==> config.mk <==
export PLATFORM = sky130hd
export DESIGN_NAME = arithmetic_encoder_16bit
export DESIGN_NICKNAME = d
export VERILOG_FILES = /design/src/sv/aenc_pkg.sv /design/src/sv/arithmetic_encoder_16bit.sv /design/src/sv/aenc_div.sv /design/src/sv/aenc_obuf.sv
export SDC_FILE = /design/constraint.sdc
export NUM_CORES = 1
export LEC_CHECK = 0
export BUFFER_PORTS_ARGS = -buffer_cell sky130_fd_sc_hd__buf_2
export CAP_MARGIN = 15
export CORE_MARGIN = 2
export CORE_UTILIZATION = 50
export DETAILED_ROUTE_END_ITERATION = 7
export GPL_TIMING_DRIVEN = 0
export PLACE_DENSITY_LB_ADDON = 0.25
export REMOVE_ABC_BUFFERS = 1
export SLEW_MARGIN = 30
export SYNTH_ARGS = -nofsm -noshare
export SYNTH_HDL_FRONTEND = slang
export SYNTH_SLANG_ARGS = --single-unit
==> constraint.sdc <==
create_clock -name clk -period 26.6 [get_ports clk]
set_input_delay 1.33 -clock clk [delete_from_list [all_inputs] [get_ports clk]]
set_output_delay 1.33 -clock clk [all_outputs]
set_load 0.1 [all_outputs]
==> src/sv/aenc_pkg.sv <==
// Shared constants, types and a helper function of the arithmetic encoder.
`default_nettype none
package aenc_pkg;

	// Interval registers and model counts
	localparam int DATA_W = 16;
	localparam int CNT_W  = 14;

	// Divider: 30-bit dividend, two quotient bits per cycle
	localparam int DIV_W      = 30;
	localparam int DIV_STEPS  = DIV_W / 2;
	localparam int DIV_CNT_W  = $clog2(DIV_STEPS);

	// Pending underflow bound, never above 41 so one item yields at most eight bytes
	localparam int MAX_PENDING_UNDERFLOW = 32;
	localparam int PENDING_CAP = (MAX_PENDING_UNDERFLOW < 41) ? MAX_PENDING_UNDERFLOW : 41;
	localparam int PEND_W = 6;

	localparam logic [DATA_W-1:0] INITIAL_RANGE = 16'hFFFF;
	localparam logic [DATA_W-1:0] THRESH_RESET  = 16'h4000;
	localparam logic [DATA_W-1:0] TOP_BIT       = 16'h8000;
	localparam logic [DATA_W-1:0] LOW_MASK      = 16'h7FFF;
	localparam logic [7:0]        BYTE_MSB      = 8'h80;
	localparam logic              MARK_BIT      = 1'b1;

	// Byte buffer of one item
	localparam int BUF_DEPTH = 8;
	localparam int BUF_IDX_W = 3;
	localparam int BUF_CNT_W = 4;

	// Commands
	localparam logic [1:0] CMD_ENCODE = 2'd0;
	localparam logic [1:0] CMD_INIT   = 2'd1;
	localparam logic [1:0] CMD_FINISH = 2'd2;

	// Control from the sequencer to the output buffer
	typedef struct packed {
		logic       push;
		logic [7:0] push_byte;
		logic       drain;
		logic       sat;
	} aenc_obuf_ctl_t;

	// Count leading zeros of a 16-bit word (16 for zero)
	function automatic logic [4:0] lzc16(input logic [DATA_W-1:0] v);
		logic [4:0] n;
		n = 5'd16;
		for (int i = 0; i < DATA_W; i++) begin
			if (v[i]) n = 5'(DATA_W - 1 - i);
		end
		return n;
	endfunction

endpackage
`default_nettype wire

==> src/sv/arithmetic_encoder_16bit.sv <==
// Top level of the 16-bit arithmetic encoder: sequencer, interval registers and bit packer.
`default_nettype none
// Encodes one command word at a time. An encode word narrows the 16-bit low and range
// registers with two divisions by total_count on one shared divider that retires two
// quotient bits per cycle (15 steps a pass), then shifts out settled bits one per cycle,
// the leading bit first and pending underflow bits after it, packing them MSB first into
// bytes. An output word that waits on m_tready holds the encoder in its drain step.
// s_tready is high only between words. Each word yields one output word per completed
// byte, or a single empty word (tuser low) when it completes none; tlast marks the final
// output word of each input word. The underflow threshold is written through
// cfg_valid/cfg_data; the user must write it only while idle, as the block does not
// enforce this.
module arithmetic_encoder_16bit import aenc_pkg::*; (
	input  logic        clk,
	input  logic        arst_n,
	input  logic        s_tvalid,
	output logic        s_tready,
	input  logic [47:0] s_tdata,   // [13:0] sym_base, [27:14] sym_freq, [41:28] total_count
	input  logic [1:0]  s_tuser,   // [1:0] command
	output logic        m_tvalid,
	input  logic        m_tready,
	output logic [15:0] m_tdata,   // [7:0] code_byte, [8] underflow_saturated
	output logic        m_tuser,   // [0] byte_valid
	output logic        m_tlast,   // last_of_item
	input  logic        cfg_valid,
	output logic        cfg_ready,
	input  logic [15:0] cfg_data   // underflow_threshold
);

	localparam logic [3:0] S_IDLE   = 4'd0;
	localparam logic [3:0] S_MUL1   = 4'd1;
	localparam logic [3:0] S_DIV1   = 4'd2;
	localparam logic [3:0] S_MUL2   = 4'd3;
	localparam logic [3:0] S_DIV2   = 4'd4;
	localparam logic [3:0] S_RENORM = 4'd5;
	localparam logic [3:0] S_EMIT   = 4'd6;
	localparam logic [3:0] S_UNDER  = 4'd7;
	localparam logic [3:0] S_DRAIN  = 4'd8;

	logic [3:0]        state_q;
	logic [1:0]        cmd_q;
	logic [CNT_W-1:0]  base_q, freq_q, total_q, rem1_q;
	logic [DATA_W-1:0] low_q, range_q, thr_q, word_q;
	logic [PEND_W-1:0] pend_q, run_q;
	logic [7:0]        part_q;
	logic [2:0]        pcnt_q;
	logic              sat_q, head_q, head_bit_q, run_bit_q;
	logic [4:0]        wcnt_q;

	logic                 div_start, div_busy, div_done;
	logic [DIV_W-1:0]     div_dividend, div_quot;
	logic [CNT_W-1:0]     div_rem;
	logic [DATA_W:0]      range_p1;
	logic [CNT_W-1:0]     mul_op;
	logic [30:0]          prod, sum2, t2;
	logic [DATA_W-1:0]    lsum, word_n, range_n1, rm1, range_n2;
	logic [4:0]           n1, n2raw;
	logic [3:0]           n2;
	logic                 flush, clip, emit_en, emit_bit, push;
	logic [PEND_W:0]      psum;
	logic [7:0]           new_byte;
	logic                 drain_done;
	aenc_obuf_ctl_t       obuf_ctl;

	assign s_tready  = (state_q == S_IDLE);
	assign cfg_ready = 1'b1;

	// Shared multiplier: (range + 1) times base, then times freq
	assign range_p1 = {1'b0, range_q} + 17'd1;
	assign mul_op   = (state_q == S_MUL1) ? base_q : freq_q;
	assign prod     = {14'b0, range_p1} * {17'b0, mul_op};
	assign sum2     = prod + {17'b0, rem1_q};
	assign t2       = (sum2 < {17'b0, total_q}) ? 31'd0 : sum2 - {17'b0, total_q};

	assign div_start    = (state_q == S_MUL1) || (state_q == S_MUL2);
	assign div_dividend = (state_q == S_MUL1) ? prod[DIV_W-1:0] : t2[DIV_W-1:0];

	aenc_div u_div (
		.clk       (clk),
		.arst_n    (arst_n),
		.start     (div_start),
		.dividend  (div_dividend),
		.divisor   (total_q),
		.busy      (div_busy),
		.done      (div_done),
		.quotient  (div_quot),
		.remainder (div_rem)
	);

	// Settled leading bits and the matching shift of low and range
	always_comb begin
		lsum     = low_q + range_q;
		n1       = lzc16(lsum ^ low_q);
		flush    = (n1 != 5'd0) && (pend_q != '0);
		word_n   = flush ? (low_q ^ TOP_BIT) : low_q;
		range_n1 = (range_q << n1) | ~(INITIAL_RANGE << n1);
	end

	// Underflow shift and pending count with clipping
	always_comb begin
		rm1      = range_q - 16'd1;
		n2raw    = lzc16(rm1);
		n2       = (n2raw == 5'd0) ? 4'd0 : 4'(n2raw - 5'd1);
		psum     = {1'b0, pend_q} + {3'b0, n2};
		clip     = (psum > (PEND_W + 1)'(PENDING_CAP));
		range_n2 = (range_q << n2) | ~(INITIAL_RANGE << n2);
	end

	// Bit emitter: head bit, then run bits, then word bits
	always_comb begin
		emit_en  = (state_q == S_EMIT) && (head_q || run_q != '0 || wcnt_q != 5'd0);
		emit_bit = head_q ? head_bit_q : ((run_q != '0) ? run_bit_q : word_q[DATA_W-1]);
		new_byte = emit_bit ? (part_q | (BYTE_MSB >> pcnt_q)) : part_q;
		push     = emit_en && (pcnt_q == 3'd7);
	end

	assign obuf_ctl.push      = push;
	assign obuf_ctl.push_byte = new_byte;
	assign obuf_ctl.drain     = (state_q == S_DRAIN);
	assign obuf_ctl.sat       = sat_q;

	aenc_obuf u_obuf (
		.clk        (clk),
		.arst_n     (arst_n),
		.ctl        (obuf_ctl),
		.drain_done (drain_done),
		.m_tvalid   (m_tvalid),
		.m_tready   (m_tready),
		.m_tdata    (m_tdata),
		.m_tuser    (m_tuser),
		.m_tlast    (m_tlast)
	);

	// Hold the fields of the accepted word
	always_ff @(posedge clk) begin
		if (s_tvalid && s_tready) begin
			cmd_q   <= s_tuser;
			base_q  <= s_tdata[13:0];
			freq_q  <= s_tdata[27:14];
			total_q <= s_tdata[41:28];
		end
		if (state_q == S_DIV1 && div_done) rem1_q <= div_rem;
		if (state_q == S_RENORM) word_q <= word_n;
		else if (emit_en && !head_q && run_q == '0) word_q <= {word_q[DATA_W-2:0], 1'b0};
	end

	// Threshold register
	always_ff @(posedge clk or negedge arst_n) begin
		if (!arst_n) thr_q <= THRESH_RESET;
		else if (cfg_valid && cfg_ready) thr_q <= cfg_data;
	end

	// Sequencer and coder state
	always_ff @(posedge clk or negedge arst_n) begin
		if (!arst_n) begin
			state_q    <= S_IDLE;
			low_q      <= '0;
			range_q    <= INITIAL_RANGE;
			pend_q     <= '0;
			part_q     <= '0;
			pcnt_q     <= '0;
			sat_q      <= 1'b0;
			head_q     <= 1'b0;
			head_bit_q <= 1'b0;
			run_q      <= '0;
			run_bit_q  <= 1'b0;
			wcnt_q     <= '0;
		end else begin
			case (state_q)
				S_IDLE: begin
					if (s_tvalid) begin
						sat_q <= 1'b0;
						case (s_tuser)
							CMD_ENCODE: begin
								state_q <= (s_tdata[41:28] != '0) ? S_MUL1 : S_DRAIN;
							end
							CMD_INIT: begin
								low_q   <= '0;
								range_q <= INITIAL_RANGE;
								state_q <= S_DRAIN;
							end
							CMD_FINISH: begin
								head_q     <= 1'b1;
								head_bit_q <= MARK_BIT;
								run_bit_q  <= ~MARK_BIT;
								run_q      <= PEND_W'(7);
								wcnt_q     <= 5'd0;
								state_q    <= S_EMIT;
							end
							default: state_q <= S_DRAIN;
						endcase
					end
				end
				S_MUL1: state_q <= S_DIV1;
				S_DIV1: begin
					if (div_done) begin
						low_q   <= low_q + div_quot[DATA_W-1:0];
						state_q <= S_MUL2;
					end
				end
				S_MUL2: state_q <= S_DIV2;
				S_DIV2: begin
					if (div_done) begin
						range_q <= div_quot[DATA_W-1:0];
						state_q <= S_RENORM;
					end
				end
				S_RENORM: begin
					wcnt_q  <= n1;
					low_q   <= word_n << n1;
					range_q <= range_n1;
					if (flush) begin
						head_q     <= 1'b1;
						head_bit_q <= low_q[DATA_W-1];
						run_bit_q  <= ~low_q[DATA_W-1];
						run_q      <= pend_q - PEND_W'(1);
						pend_q     <= '0;
					end
					state_q <= S_EMIT;
				end
				S_EMIT: begin
					if (emit_en) begin
						// advance the source of the bit
						if (head_q) head_q <= 1'b0;
						else if (run_q != '0) run_q <= run_q - PEND_W'(1);
						else wcnt_q <= wcnt_q - 5'd1;
						// pack the bit
						pcnt_q <= pcnt_q + 3'd1;
						part_q <= push ? 8'h00 : new_byte;
					end else begin
						state_q <= (cmd_q == CMD_ENCODE) ? S_UNDER : S_DRAIN;
					end
				end
				S_UNDER: begin
					if (range_q < thr_q) begin
						if (clip) begin
							pend_q <= PEND_W'(PENDING_CAP);
							sat_q  <= 1'b1;
						end else begin
							pend_q <= psum[PEND_W-1:0];
						end
						low_q   <= (low_q << n2) & LOW_MASK;
						range_q <= range_n2;
					end
					state_q <= S_DRAIN;
				end
				S_DRAIN: begin
					if (drain_done) state_q <= S_IDLE;
				end
				default: state_q <= S_IDLE;
			endcase
		end
	end

	a_pend_bound: assert property (@(posedge clk) disable iff (!arst_n)
		pend_q <= PEND_W'(PENDING_CAP))
		else $error("pending underflow count above its bound");

	a_div_in_wait: assert property (@(posedge clk) disable iff (!arst_n)
		div_done |-> (state_q == S_DIV1 || state_q == S_DIV2))
		else $error("divider finished outside a wait state");

	a_accept_quiet: assert property (@(posedge clk) disable iff (!arst_n)
		(s_tvalid && s_tready) |-> (!div_busy && !head_q && run_q == '0 && wcnt_q == 5'd0))
		else $error("word accepted while work still in flight");

	a_flush_clears: assert property (@(posedge clk) disable iff (!arst_n)
		(state_q == S_RENORM && flush) |=> (pend_q == '0 && head_q))
		else $error("pending bits not flushed");

endmodule
`default_nettype wire

==> src/sv/aenc_div.sv <==
// Iterative restoring divider, two quotient bits per cycle.
`default_nettype none
module aenc_div import aenc_pkg::*; (
	input  logic             clk,
	input  logic             arst_n,
	input  logic             start,
	input  logic [DIV_W-1:0] dividend,
	input  logic [CNT_W-1:0] divisor,
	output logic             busy,
	output logic             done,
	output logic [DIV_W-1:0] quotient,
	output logic [CNT_W-1:0] remainder
);

	logic [DIV_W-1:0]     acc_q;
	logic [CNT_W-1:0]     rem_q;
	logic [CNT_W-1:0]     dvs_q;
	logic [DIV_CNT_W-1:0] cnt_q;
	logic                 busy_q;
	logic                 done_q;

	logic [CNT_W:0]   r1, r1d, r2, r2d;
	logic             ge1, ge2;
	logic [CNT_W-1:0] r1s, r2s;

	// Two dependent compare-subtract steps
	always_comb begin
		r1  = {rem_q, acc_q[DIV_W-1]};
		r1d = r1 - {1'b0, dvs_q};
		ge1 = (r1 >= {1'b0, dvs_q});
		r1s = ge1 ? r1d[CNT_W-1:0] : r1[CNT_W-1:0];
		r2  = {r1s, acc_q[DIV_W-2]};
		r2d = r2 - {1'b0, dvs_q};
		ge2 = (r2 >= {1'b0, dvs_q});
		r2s = ge2 ? r2d[CNT_W-1:0] : r2[CNT_W-1:0];
	end

	// Control: count the steps, pulse done after the last
	always_ff @(posedge clk or negedge arst_n) begin
		if (!arst_n) begin
			busy_q <= 1'b0;
			done_q <= 1'b0;
			cnt_q  <= '0;
		end else begin
			done_q <= 1'b0;
			if (start) begin
				busy_q <= 1'b1;
				cnt_q  <= '0;
			end else if (busy_q) begin
				cnt_q <= cnt_q + DIV_CNT_W'(1);
				if (cnt_q == DIV_CNT_W'(DIV_STEPS - 1)) begin
					busy_q <= 1'b0;
					done_q <= 1'b1;
				end
			end
		end
	end

	// Datapath: shift dividend out, quotient bits in
	always_ff @(posedge clk) begin
		if (start) begin
			acc_q <= dividend;
			rem_q <= '0;
			dvs_q <= divisor;
		end else if (busy_q) begin
			acc_q <= {acc_q[DIV_W-3:0], ge1, ge2};
			rem_q <= r2s;
		end
	end

	assign busy      = busy_q;
	assign done      = done_q;
	assign quotient  = acc_q;
	assign remainder = rem_q;

endmodule
`default_nettype wire

==> src/sv/aenc_obuf.sv <==
// Byte buffer of one item and the registered output stage.
`default_nettype none
module aenc_obuf import aenc_pkg::*; (
	input  logic           clk,
	input  logic           arst_n,
	input  aenc_obuf_ctl_t ctl,
	output logic           drain_done,
	output logic           m_tvalid,
	input  logic           m_tready,
	output logic [15:0]    m_tdata,   // [7:0] code_byte, [8] underflow_saturated, rest zero
	output logic           m_tuser,   // [0] byte_valid
	output logic           m_tlast
);

	logic [7:0]           buf_q [BUF_DEPTH];
	logic [BUF_CNT_W-1:0] cnt_q;
	logic [BUF_CNT_W-1:0] rd_q;
	logic                 vld_q;
	logic [7:0]           byte_q;
	logic                 bv_q;
	logic                 last_q;
	logic                 sat_q;

	logic slot_free, load, empty_item, last_word;

	// Load the next word while draining, when the output register is free
	assign slot_free  = !vld_q || m_tready;
	assign load       = ctl.drain && slot_free;
	assign empty_item = (cnt_q == '0);
	assign last_word  = empty_item || ((rd_q + BUF_CNT_W'(1)) == cnt_q);
	assign drain_done = load && last_word;

	// Fill count and read pointer
	always_ff @(posedge clk or negedge arst_n) begin
		if (!arst_n) begin
			cnt_q <= '0;
			rd_q  <= '0;
			vld_q <= 1'b0;
		end else begin
			if (ctl.push && cnt_q != BUF_CNT_W'(BUF_DEPTH)) cnt_q <= cnt_q + BUF_CNT_W'(1);
			if (load) begin
				vld_q <= 1'b1;
				if (drain_done) begin
					rd_q  <= '0;
					cnt_q <= '0;
				end else begin
					rd_q <= rd_q + BUF_CNT_W'(1);
				end
			end else if (m_tready) begin
				vld_q <= 1'b0;
			end
		end
	end

	// Byte store
	always_ff @(posedge clk) begin
		if (ctl.push && cnt_q != BUF_CNT_W'(BUF_DEPTH)) buf_q[cnt_q[BUF_IDX_W-1:0]] <= ctl.push_byte;
	end

	// Output word payload
	always_ff @(posedge clk) begin
		if (load) begin
			byte_q <= empty_item ? 8'h00 : buf_q[rd_q[BUF_IDX_W-1:0]];
			bv_q   <= !empty_item;
			last_q <= last_word;
			sat_q  <= ctl.sat;
		end
	end

	assign m_tvalid = vld_q;
	assign m_tdata  = {7'b0, sat_q, byte_q};
	assign m_tuser  = bv_q;
	assign m_tlast  = last_q;

	a_cnt_bound: assert property (@(posedge clk) disable iff (!arst_n)
		cnt_q <= BUF_CNT_W'(BUF_DEPTH))
		else $error("byte buffer overfilled");

	a_drain_clears: assert property (@(posedge clk) disable iff (!arst_n)
		drain_done |=> (cnt_q == '0 && rd_q == '0 && vld_q))
		else $error("buffer not cleared after final word");

	a_no_push_in_drain: assert property (@(posedge clk) disable iff (!arst_n)
		ctl.push |-> !ctl.drain)
		else $error("byte pushed while draining");

endmodule
`default_nettype wire
==> summary.json <==
{
  "outcome": "completed",
  "ys_top_cells_by_area": "sky130_fd_sc_hd__edfxtp_1 (19%), sky130_fd_sc_hd__fa_1 (12%), sky130_fd_sc_hd__ha_1 (8.9%), sky130_fd_sc_hd__dfrtp_1 (6.7%), sky130_fd_sc_hd__nand2_1 (5.1%)",
  "standard_cell_rows": 90,
  "synthDominantAreaCellType": "sky130_fd_sc_hd__edfxtp_1",
  "maxSlewViolCount": 0,
  "ys_warn_count": 0,
  "cts.sink_count": 306,
  "min_period_over_period_pct": 46.6,
  "worst-setup-path-type": "reg2reg",
  "max_freq_mhz": 80.7,
  "post_cts.resized_instances": 0,
  "synth_top_family_by_area": "adder cells",
  "place_hpwl_um": 63200,
  "cts_htree_levels": 2,
  "first_global_vias": 24800,
  "vdd_ir_drop_max_v": 0.0000505,
  "synth-edff-count": 193,
  "drtAntennaViolNets": 0,
  "clkTransAtPathRegs_ps": 60,
  "arrival_ps": 12710,
  "number_of_design_rule_violations_left_after_detail_routing": 0,
  "hold_viol": 0,
  "cts.path.max_buffers": 3,
  "syn-mean-instance-area_um2": 8.98,
  "synth_xor_xnor_area_share_pct": 4.96,
  "area_growth_syn_to_layout_pct": 8.13,
  "drt_pass1_iterations": 8,
  "yosys_register_bits": 306,
  "syn-cell-area_um2": 30800,
  "yosys.cell_types.count": 123,
  "clock_insertion_delay_at_the_later_pin_of_the_skew_report_ps": 580,
  "cts-root-buf": "sky130_fd_sc_hd__clkbuf_16",
  "pin_count": 92,
  "die_height_um": 252,
  "postCtsSetupRepairBufs": 0,
  "layout.filler_cells": 5483,
  "startpoint_type": "flip-flop",
  "cts_hold_buf": 0,
  "synth_compound_gate_area_share_pct": 17.5,
  "seq_area_frac_synth_pct": 27.8,
  "layout-drive-gt1-share_pct": 9.81,
  "power.leakage_uw": 0.0142,
  "drtIter0Drc": 2176,
  "initial_core_util_pct": 50.8,
  "setup.worst_path.end_class": "flip-flop",
  "synth_top_area_share_pct": 18.8,
  "finalSetupViolations": 0,
  "hold_path.class": "reg2reg",
  "tritoncts.num_buffers": 38,
  "worst_path_most_repeated_cell": "sky130_fd_sc_hd__ha_1",
  "antenna_cells_inserted": 0,
  "grt_setup_unrepaired": "false",
  "cp_slowest_cell": "sky130_fd_sc_hd__clkinv_2",
  "dominant_synthesized_flop_cell": "sky130_fd_sc_hd__edfxtp_1",
  "critical-path-max-stage-delay_ps": 750,
  "die_area_um2": 63600,
  "avgRoutedWirePerCell_um": 20.0,
  "post_synth_and_or_nand_nor_area_fraction_pct": 16.7,
  "global_route_wire_length_before_repair_um": 136000,
  "cts_tree": "built",
  "final.min_clock_period_ps": 12390,
  "reg2reg_setup_slack_ps": 14210,
  "detailroute.via_count": 25500,
  "power.density_cell_area_nw_per_um2": 45.4,
  "design.core.area_um2": 60600,
  "timing.max_cap.violations": 0,
  "place.gp.congestion": 0.963,
  "detail_route.wirelength_um": 84400,
  "globalRouteTotalUtil_pct": 26.8,
  "synth_async_sr_flop_share_pct": 32.4,
  "antenna_violations_before_repair": 0,
  "relSlewSlack_pct": 31.6,
  "clock-skew-final_ps": 14.8,
  "grt-ovfl-total": 0,
  "grt_max_degree": 72,
  "avgViaCountPerCell": 6.05,
  "post_synth_mux_area_share_pct": 5.81,
  "utilization_pct": 55.0,
  "final_nets": 3881,
  "placement.io_buffers": 77,
  "timing_worst_slew_pin_value_ps": 1020,
  "synth-adder-area-share_pct": 20.9,
  "worst-path-max-fanout": 71,
  "die_wd_um": 252,
  "synthCells": 3430,
  "fin_tns_setup_ps": 0,
  "worst-endpoint-required_ps": 26920
}
==> cells by family after synthesis <==
logic type / after synthesis
mux: 152
other cells: 2
simple gates: 1115
fa+ha+maj: 404
buf+inv: 482
xor+xnor: 171
flops: 306
compound gates: 798
==> routing by layer <==
layer,wire length [µm],global-route usage (%),vias to the layer above
li1,-,-,12000
met1,35500,35.8,12300
met2,40000,44.7,951
met3,5690,3.33,200
met4,3260,10.0,0
met5,0,0,-
==> area by class of cell <==
class	count	area, µm²	share of cell area (%)
inverter	315	1180	3.55
multi-input combinational	2648	20600	61.9
clock buffer	46	981	2.95
timing repair buffer	97	687	2.06
sequential	306	8580	25.8
clock inverter	24	275	0.826
tap	782	978	2.94
==> cells in the final DEF, fill, tap and decap left out, types with 31 or more instances in the layout <==
master                      instances
sky130_fd_sc_hd__o21ai_0          160
sky130_fd_sc_hd__and2_1            33
sky130_fd_sc_hd__dfrtp_1           79
sky130_fd_sc_hd__a21o_1            55
sky130_fd_sc_hd__nand3_1           59
sky130_fd_sc_hd__ha_1             220
sky130_fd_sc_hd__o211ai_1          34
sky130_fd_sc_hd__edfxtp_1         193
sky130_fd_sc_hd__nor2_1           321
sky130_fd_sc_hd__inv_1            307
sky130_fd_sc_hd__xnor2_1          102
sky130_fd_sc_hd__nand2_1          421
sky130_fd_sc_hd__fa_1             184
sky130_fd_sc_hd__nor3_1            56
sky130_fd_sc_hd__buf_2             76
sky130_fd_sc_hd__o21ai_1           31
sky130_fd_sc_hd__clkbuf_16         38
sky130_fd_sc_hd__a21oi_1          190
sky130_fd_sc_hd__xor2_1            54
sky130_fd_sc_hd__mux2i_1          104
==> synth_stat cells, drive strengths merged, types with 27 or more instances <==
cell / instances
a21o: 55
a21oi: 198
a31oi: 30
and2: 36
buf: 56
clkbuf: 111
dfrtp: 82
edfxtp: 193
fa: 184
ha: 220
inv: 312
mux2i: 109
nand2: 422
nand2b: 31
nand3: 62
nand4: 27
nor2: 329
nor2b: 30
nor3: 65
o211ai: 36
o21ai: 197
xnor2: 111
xor2: 60
==> worst max-delay path, delay by kind of cell, from the launching register on <==
kind / cells / cell delay (ps)
adder cells (fa/ha/maj): 9 / 3820
buffers and inverters: 7 / 1430
AO/OA/AOI/OAI: 14 / 3270
AND/OR/NAND/NOR: 8 / 2000
XOR/XNOR: 2 / 540
multiplexers: 1 / 360
flip-flops: 1 / 590
==> metrics by stage <==
step / cell area, µm² / hold slack, ps / setup slack [ps] / total power [µW] / std cells
final: 33300 / 452 / 14210 / 1510 / 4218
after global routing: 33300 / 464 / 13390 / 1590 / 4218
after CTS: 33300 / 457 / 14250 / 1520 / 4218
after detailed placement: 32000 / 443 / 14300 / 995 / 4148
after global placement: 31500 / 432 / 10490 / 989 / 4128
after floorplan: 30100 / 425 / 14410 / 897 / 3269
==> report_power, final <==
part | switching (µW) | total, µW | internal [µW]
Combinational | 289 | 480 | 191
Clock | 224 | 522 | 298
Sequential | 4.61 | 510 | 505
==> path summary, 6_finish.rpt <==
check / start / to / cells after the start
worst max-delay path: state_q[2] / u_div.quotient[28] / 41
worst min-delay path: total_q[10] / u_div.dvs_q[10] / 0
worst min register to register: total_q[10] / u_div.dvs_q[10] / 0
min in group asynchronous: arst_n / wcnt_q[2] / 1
worst max register to register: state_q[2] / u_div.quotient[28] / 41
max in group asynchronous: arst_n / thr_q[14] / 2
==> flip-flops by register name, indices dropped and copies added (netlist names), 14 cells and up <==
signal / flops
base_q: 14
range_q: 16
u_obuf.buf_q: 64
u_div.remainder: 14
low_q: 16
total_q: 14
u_div.quotient: 30
word_q: 16
thr_q: 16
rem1_q: 14
freq_q: 14
u_div.dvs_q: 14
Note: power is estimated with default switching activity, not from simulation.
